<file path="config.mk">
export PLATFORM = sky130hd
export DESIGN_NAME = button_press_classifier
export DESIGN_NICKNAME = d
export VERILOG_FILES = /design/src/rtl/core/bpc_pkg.sv /design/src/rtl/core/bpc_debounce.sv /design/src/rtl/core/bpc_classify.sv /design/src/rtl/core/button_press_classifier.sv
export SDC_FILE = /design/constraint.sdc
export NUM_CORES = 1
export LEC_CHECK = 0
export ABC_AREA = 0
export BUFFER_PORTS_ARGS = -buffer_cell sky130_fd_sc_hd__buf_4
export CORE_AREA = 3 3 172 174
export CTS_CLUSTER_DIAMETER = 120
export DETAILED_ROUTE_END_ITERATION = 6
export DIE_AREA = 0 0 175 177
export HOLD_SLACK_MARGIN = 0.15
export PLACE_DENSITY_LB_ADDON = 0.2
export SYNTH_ARGS = -nofsm -noshare
export SYNTH_HDL_FRONTEND = slang
export SYNTH_SLANG_ARGS = --single-unit
</file>
<file path="constraint.sdc">
create_clock -name clk -period 6.1 [get_ports clk]
set_clock_uncertainty 0.05 [all_clocks]
set_input_delay 1.22 -clock clk [delete_from_list [all_inputs] [get_ports clk]]
set_output_delay 1.22 -clock clk [all_outputs]
set_load 0.005 [all_outputs]
</file>
<file path="src/rtl/core/bpc_pkg.sv">
// Shared types, codes and reset values for the button press classifier.
package bpc_pkg;

	localparam int unsigned AGE_W = 16;
	localparam int unsigned DEB_W = 10;
	localparam int unsigned THR_W = 16;
	localparam int unsigned CFG_IDX_W = 8;
	localparam int unsigned CFG_DATA_W = 16;

	localparam logic [AGE_W-1:0] AGE_MAX = '1;

	localparam logic [DEB_W-1:0] DEBOUNCE_RST = 10'd20;
	localparam logic [THR_W-1:0] DOUBLE_GAP_RST = 16'd250;
	localparam logic [THR_W-1:0] SINGLE_MAX_RST = 16'd300;
	localparam logic [THR_W-1:0] LONG_MAX_RST = 16'd5000;

	typedef enum logic [CFG_IDX_W-1:0] {
		REG_DEBOUNCE   = 8'd0,
		REG_DOUBLE_GAP = 8'd1,
		REG_SINGLE_MAX = 8'd2,
		REG_LONG_MAX   = 8'd3
	} cfg_reg_t;

	typedef enum logic [2:0] {
		EV_NONE      = 3'd0,
		EV_SINGLE    = 3'd1,
		EV_DOUBLE    = 3'd2,
		EV_LONG      = 3'd3,
		EV_VERY_LONG = 3'd4
	} press_ev_t;

	// Debouncer view handed to the classifier for the beat being processed.
	typedef struct packed {
		logic level;
		logic changed;
	} deb_out_t;

	typedef struct packed {
		logic [THR_W-1:0] double_gap;
		logic [THR_W-1:0] single_max;
		logic [THR_W-1:0] long_max;
	} cls_cfg_t;

	function automatic logic [AGE_W-1:0] age_step(input logic [AGE_W-1:0] a);
		age_step = (a == AGE_MAX) ? AGE_MAX : a + AGE_W'(1);
	endfunction

endpackage

</file>
<file path="src/rtl/core/bpc_debounce.sv">
// Debouncer: accepts a level change only once the last change is old enough.
module bpc_debounce (
	input  logic                        clk,
	input  logic                        arst_n,
	input  logic                        step,
	input  logic                        raw,
	input  logic [bpc_pkg::DEB_W-1:0]   debounce_ms,
	output bpc_pkg::deb_out_t           deb
);

	logic                        level_q;
	logic [bpc_pkg::AGE_W-1:0]   age_q;
	logic [bpc_pkg::AGE_W-1:0]   age_inc;
	logic [bpc_pkg::AGE_W-1:0]   age_n;
	logic                        take;

	always_comb begin
		age_inc = bpc_pkg::age_step(age_q);
		take = (raw != level_q) &&
			(age_inc > {{(bpc_pkg::AGE_W-bpc_pkg::DEB_W){1'b0}}, debounce_ms});
		age_n = take ? '0 : age_inc;
		deb.level = take ? raw : level_q;
		deb.changed = take;
	end

	always_ff @(posedge clk or negedge arst_n) begin
		if (!arst_n) begin
			level_q <= 1'b0;
			age_q <= '0;
		end else if (step) begin
			level_q <= deb.level;
			age_q <= age_n;
		end
	end

`ifndef SYNTHESIS
	a_level_holds: assert property (@(posedge clk) disable iff (!arst_n)
		!step |=> $stable(level_q)) else $error("level moved without a beat");
	a_age_restart: assert property (@(posedge clk) disable iff (!arst_n)
		step && take |=> age_q == '0) else $error("age not restarted on change");
	a_change_age_ok: assert property (@(posedge clk) disable iff (!arst_n)
		take |-> age_q >= {{(bpc_pkg::AGE_W-bpc_pkg::DEB_W){1'b0}}, debounce_ms})
		else $error("change taken too early");
`endif

endmodule

</file>
<file path="src/rtl/core/bpc_classify.sv">
// Classifier: turns debounced edges and hold times into press events.
module bpc_classify (
	input  logic                clk,
	input  logic                arst_n,
	input  logic                step,
	input  bpc_pkg::deb_out_t   deb,
	input  bpc_pkg::cls_cfg_t   cfg,
	output bpc_pkg::press_ev_t  ev
);

	logic                        seen_q;
	logic                        rp_q;
	logic [bpc_pkg::AGE_W-1:0]   sp_q;
	logic [bpc_pkg::AGE_W-1:0]   sr_q;
	logic [bpc_pkg::AGE_W-1:0]   hold_q;

	logic                        seen_n;
	logic                        rp_n;
	logic [bpc_pkg::AGE_W-1:0]   sp_n;
	logic [bpc_pkg::AGE_W-1:0]   sr_n;
	logic [bpc_pkg::AGE_W-1:0]   hold_n;

	always_comb begin
		ev = bpc_pkg::EV_NONE;
		sp_n = bpc_pkg::age_step(sp_q);
		sr_n = bpc_pkg::age_step(sr_q);
		hold_n = hold_q;
		rp_n = rp_q;
		seen_n = deb.level;
		if (seen_q != deb.level) begin
			if (deb.level) begin
				sp_n = '0;
			end else begin
				sr_n = '0;
				hold_n = sp_n;
				if (rp_q) begin
					ev = bpc_pkg::EV_DOUBLE;
					rp_n = 1'b0;
				end else begin
					rp_n = 1'b1;
				end
			end
		end
		// single beats long beats very long
		priority if (!seen_n && rp_n && sr_n > cfg.double_gap) begin
			rp_n = 1'b0;
			ev = bpc_pkg::EV_SINGLE;
		end else if (!seen_n && rp_n && hold_n >= cfg.single_max &&
			hold_n <= cfg.long_max) begin
			rp_n = 1'b0;
			ev = bpc_pkg::EV_LONG;
		end else if (seen_n && sp_n > cfg.long_max) begin
			rp_n = 1'b0;
			ev = bpc_pkg::EV_VERY_LONG;
		end else begin
		end
	end

	always_ff @(posedge clk or negedge arst_n) begin
		if (!arst_n) begin
			seen_q <= 1'b0;
			rp_q <= 1'b0;
			sp_q <= '0;
			sr_q <= '0;
			hold_q <= '0;
		end else if (step) begin
			seen_q <= seen_n;
			rp_q <= rp_n;
			sp_q <= sp_n;
			sr_q <= sr_n;
			hold_q <= hold_n;
		end
	end

`ifndef SYNTHESIS
	a_double_needs_pending: assert property (@(posedge clk) disable iff (!arst_n)
		ev == bpc_pkg::EV_DOUBLE |-> rp_q) else $error("double without pending");
	a_very_long_held: assert property (@(posedge clk) disable iff (!arst_n)
		ev == bpc_pkg::EV_VERY_LONG |-> deb.level) else $error("very long while up");
	a_event_clears: assert property (@(posedge clk) disable iff (!arst_n)
		step && ev != bpc_pkg::EV_NONE |=> !rp_q) else $error("pending kept after event");
	a_hold_stable: assert property (@(posedge clk) disable iff (!arst_n)
		!step |=> $stable(hold_q)) else $error("hold length moved without a beat");
`endif

endmodule

</file>
<file path="src/rtl/core/button_press_classifier.sv">
// Top level: input stage, configuration registers and event output register.
//
//  channel | signals                         | width | notes
//  in      | in_valid, in_ready, raw_level   | 1     | one beat per 1 ms tick
//  out     | out_valid, out_ready, press_event | 3   | one beat per input beat
//  cfg     | cfg_wr_en, cfg_index, cfg_wdata | 8/16  | write only, no wait
//
// One beat per cycle sustained while the output is not stalled; an accepted tick
// passes the input register, then classify into the output register.
// Reset clears all debouncer and classifier state and loads default thresholds.
// A stalled output holds the pipeline; the input register keeps taking a beat
// whenever the output register frees up in the same cycle.
module button_press_classifier (
	input  logic                              clk,
	input  logic                              arst_n,
	input  logic                              in_valid,
	output logic                              in_ready,
	input  logic                              raw_level,
	output logic                              out_valid,
	input  logic                              out_ready,
	output logic [2:0]                        press_event,
	input  logic                              cfg_wr_en,
	input  logic [bpc_pkg::CFG_IDX_W-1:0]     cfg_index,
	input  logic [bpc_pkg::CFG_DATA_W-1:0]    cfg_wdata
);

	logic                        valid_s1;
	logic                        raw_s1;
	logic                        advance;
	logic                        step;
	logic                        out_valid_q;
	logic [2:0]                  press_event_q;
	logic [bpc_pkg::DEB_W-1:0]   debounce_q;
	bpc_pkg::cls_cfg_t           cls_cfg_q;
	bpc_pkg::deb_out_t           deb;
	bpc_pkg::press_ev_t          ev;

	assign advance = !out_valid_q || out_ready;
	assign step = valid_s1 && advance;
	assign in_ready = !valid_s1 || advance;
	assign out_valid = out_valid_q;
	assign press_event = press_event_q;

	always_ff @(posedge clk or negedge arst_n) begin
		if (!arst_n) begin
			debounce_q <= bpc_pkg::DEBOUNCE_RST;
			cls_cfg_q.double_gap <= bpc_pkg::DOUBLE_GAP_RST;
			cls_cfg_q.single_max <= bpc_pkg::SINGLE_MAX_RST;
			cls_cfg_q.long_max <= bpc_pkg::LONG_MAX_RST;
		end else if (cfg_wr_en) begin
			unique case (cfg_index)
				bpc_pkg::REG_DEBOUNCE: debounce_q <= cfg_wdata[bpc_pkg::DEB_W-1:0];
				bpc_pkg::REG_DOUBLE_GAP: cls_cfg_q.double_gap <= cfg_wdata;
				bpc_pkg::REG_SINGLE_MAX: cls_cfg_q.single_max <= cfg_wdata;
				bpc_pkg::REG_LONG_MAX: cls_cfg_q.long_max <= cfg_wdata;
				default: begin
				end
			endcase
		end
	end

	always_ff @(posedge clk or negedge arst_n) begin
		if (!arst_n) begin
			valid_s1 <= 1'b0;
			out_valid_q <= 1'b0;
		end else begin
			if (in_valid && in_ready) begin
				valid_s1 <= 1'b1;
			end else if (step) begin
				valid_s1 <= 1'b0;
			end
			if (step) begin
				out_valid_q <= 1'b1;
			end else if (out_ready) begin
				out_valid_q <= 1'b0;
			end
		end
	end

	always_ff @(posedge clk) begin
		if (in_valid && in_ready) begin
			raw_s1 <= raw_level;
		end
		if (step) begin
			press_event_q <= ev;
		end
	end

	bpc_debounce u_debounce (
		.clk         (clk),
		.arst_n      (arst_n),
		.step        (step),
		.raw         (raw_s1),
		.debounce_ms (debounce_q),
		.deb         (deb)
	);

	bpc_classify u_classify (
		.clk    (clk),
		.arst_n (arst_n),
		.step   (step),
		.deb    (deb),
		.cfg    (cls_cfg_q),
		.ev     (ev)
	);

`ifndef SYNTHESIS
	a_stall_holds_result: assert property (@(posedge clk) disable iff (!arst_n)
		out_valid_q && !out_ready |=> out_valid_q && $stable(press_event_q))
		else $error("result dropped under stall");
	a_no_step_when_full: assert property (@(posedge clk) disable iff (!arst_n)
		step |-> !out_valid_q || out_ready) else $error("overwrote pending result");
	a_stage_refills: assert property (@(posedge clk) disable iff (!arst_n)
		in_valid && in_ready |=> valid_s1) else $error("accepted beat lost");
`endif

endmodule
</file>
==> results by group <==
Layout
  • Commonest non-fill, non-tap cell in the layout: dfrtp_1
  • P&R area growth vs syn: 15.56%
  • N_diodes: 0
  • Non-filler cells, final: 1333
  • Share of cells above drive strength 1: 0.1759
  • Fin nets: 1050
  • Most frequent cells in the layout: dfrtp_1, nand2_1, a21oi_1

Worst hold path
  • Worst Hold Class: register to register

Route
  • DRT iter0 DRCs: 482
  • Wire length per cell: 16.31 um
  • Vias per inst: 4.960
  • Total number of vias: 6612
  • DRT antenna net count: 0
  • DRC viols: 0
  • Final WL: 21740 um
  • Detailed Routing Iterations Pass 1: 5

Synth
  • Post-Synthesis Cells: 916
  • Register area share after synthesis: 0.3935
  • Area share of the largest cell type after synthesis: 0.3258
  • Netlist cell types: 67
  • Post-synth EDFFs: 4
  • Synth top area cells: dfrtp_1, ha_1, mux2_2
  • Ys flop type: dfrtp_1
  • Mean Syn Cell Area: 9.139 um2
  • Post-synth ARST share: 0.9692
  • Yosys warning count: 0
  • Area of the mapped netlist: 8372 um2
  • Syn_nets: 1024
  • Yosys reg bits: 130
  • Leading area contributor after synthesis: dfrtp_1

Power and ir drop
  • Pwr/cell area: 283.3 nW/um2
  • Max VDD drop: 0.1491 mV
  • Leak: 4.358 nW

Worst setup path
  • Worst EP arrival: 5.74 ns
  • Setup crit end kind: register
  • Worst Setup Start Kind: register
  • Worst-path fanout max: 13
  • FF-to-FF setup slack: 0.58 ns
  • Critical Path RT: 6.32 ns
  • Setup CP Type: register to register

Timing
  • RSZ-0062 raised after global routing: no
  • Setup TNS: 0 ns
  • Slew Limit Fails: 0
  • Final Hold Viols: 0
  • Setup violators final: 0
  • Min Clock Period, post-route: 5.519 ns
  • Maximum achievable frequency: 0.1812 GHz
  • Slew at the pin closest to its max-slew limit: 1.000 ns
  • Rel. slew slack: 0.3314
  • Period Utilization, post-route: 0.9047

Placed design
  • HPWL Detailed: 15920 um
  • Routability cong.: 0.8224
  • Port Buffers: 34
  • Inst Count DP: 1301

Die
  • Core area: 27930 um2
  • IO Pins: 35
  • Cell row count: 61
  • Die Width: 175 um
  • Initial cell density of the core: 0.2997
  • Die height: 177 um
  • Full die area: 30980 um2

Global route
  • Initial antenna violation count: 0
  • Grt ovf: 0
  • Vias in the first global route: 6644
  • Largest net degree at the start of global routing: 89
  • First-pass GRT wire length: 36110 um
  • All-Layer GR Usage: 0.1489

CTS
  • Clk sink count: 130
  • CTS tree: built
  • Clk root buf: clkbuf_16
  • Number of H-tree levels: 4
  • Clock input transition at the sequential cells of the worst setup and hold paths: 0.06 ns
  • Clock Latency Late Sink: 0.43 ns
  • Max clock buf depth: 2
  • Cts bufs inserted: 17

Job
  • Maxcap violations: 0

Outcome
  • Outcome: finished clean
[registers in the layout, indices dropped and copies added (netlist names)]
| name | cells |
|---|---|
| u_classify.sr_q | 16 |
| cls_cfg_q | 48 |
| u_debounce.level_q | 1 |
| out_valid | 1 |
| u_debounce.age_q | 16 |
| debounce_q | 10 |
| raw_s1 | 1 |
| u_classify.rp_q | 1 |
| valid_s1 | 1 |
| u_classify.hold_q | 16 |
| press_event | 3 |
| u_classify.sp_q | 16 |
[path summary, 6_finish.rpt]
| kind | start | to | depth (start not counted) |
|---|---|---|---|
| worst max-delay path | u_debounce.age_q[0] | press_event[1] | 24 |
| worst min-delay path | u_classify.hold_q[15] | u_classify.hold_q[15] | 2 |
| worst max register to register | u_debounce.age_q[0] | press_event[1] | 24 |
| worst min register to register | u_classify.hold_q[15] | u_classify.hold_q[15] | 2 |
| max in group asynchronous | arst_n | cls_cfg_q[8] | 2 |
| min in group asynchronous | arst_n | u_debounce.age_q[5] | 1 |
[what timing repair did]
| action | 4_1_cts | 5_1_grt |
|---|---|---|
| buffers inserted | 0 | 0 |
| hold buffers | 0 | 0 |
| gates resized for setup | 0 | 8 |
| setup endpoints to repair | 0 | 4 |
[stage by stage]
step / utilization / setup WS, ns / hold slack (ns) / cell area, um2 / power, mW
2_1_floorplan: - / 1.047 / 0.3997 / 8372 / 1.461
3_3_place_gp: 0.3232 / 0.5218 / 0.4117 / 9027 / 1.661
3_5_place_dp: 0.3232 / 0.4290 / 0.4201 / 9027 / 1.664
4_1_cts: 0.3454 / 0.3718 / 0.4331 / 9649 / 2.769
5_1_grt: 0.3463 / 0.06339 / 0.4501 / 9674 / 2.929
6_report: 0.3463 / 0.5813 / 0.4300 / 9674 / 2.741
[metal layers]
layer	vias up	part of all wire	global-route usage
met5	-	0	0
met4	0	0.015	0.04156
met3	17	0.031	0.03132
met2	106	0.46	0.2407
met1	3171	0.50	0.2021
li1	3318	-	-
[cells by family (layout without fill, tap and decap cells)]
group / after synthesis / in the layout / synth area share
multiplexers: 53 / 53 / 0.07069
AND/OR/NAND/NOR: 295 / 295 / 0.1752
adder cells (fa/ha/maj): 78 / 78 / 0.1166
XOR/XNOR: 29 / 29 / 0.03034
buffers and inverters: 101 / 140 / 0.04797
AO/OA/AOI/OAI: 230 / 230 / 0.1657
flip-flops: 130 / 130 / 0.3935
[critical path: stages (launching register included)]
cell and delay (ns):
dfrtp_1 0.43, ha_1 0.25, nand3_2 0.14, nor2_1 0.17, nand2_1 0.12, or2_2 0.42
o21ai_0 0.20, ha_1 0.34, nand4_1 0.11, o22ai_1 0.07, a21oi_1 0.16, a21boi_2 0.12
and2_2 0.27, nor3_4 0.39, buf_4 0.28, nor2_1 0.07, ha_1 0.30, nand4_1 0.19
nor4_2 0.39, or4b_2 0.18, o211a_1 0.20, nor2_1 0.05, nor3_1 0.25, nand2_1 0.09
a21oi_1 0.12
[power breakdown]
part / switching, mW / internal [mW] / total (mW)
clock: 0.409 / 0.680 / 1.09
combinational: 0.348 / 0.262 / 0.610
sequential: 0.0901 / 0.952 / 1.04
[cell type report]
type / instances / area [um2]
Fill cell: 2945 / 18260
Timing Repair Buffer: 43 / 330.3
Multi-Input combinational cell: 685 / 4711
Clock inverter: 11 / 150.1
Tap cell: 378 / 473.0
Clock buffer: 21 / 471.7
Sequential cell: 130 / 3294
Inverter: 65 / 244.0
[cell usage after synthesis (all sizes together) (17+ instances only)]
master / count
nand4: 19
dfrtp: 109
o21ai: 65
ha: 78
mux2: 49
xnor2: 19
a21oi: 82
nand3: 34
clkbuf: 25
dfstp: 17
and3: 17
inv: 64
nor2: 69
nand2: 103
Note: power is estimated with default switching activity, not from simulation.
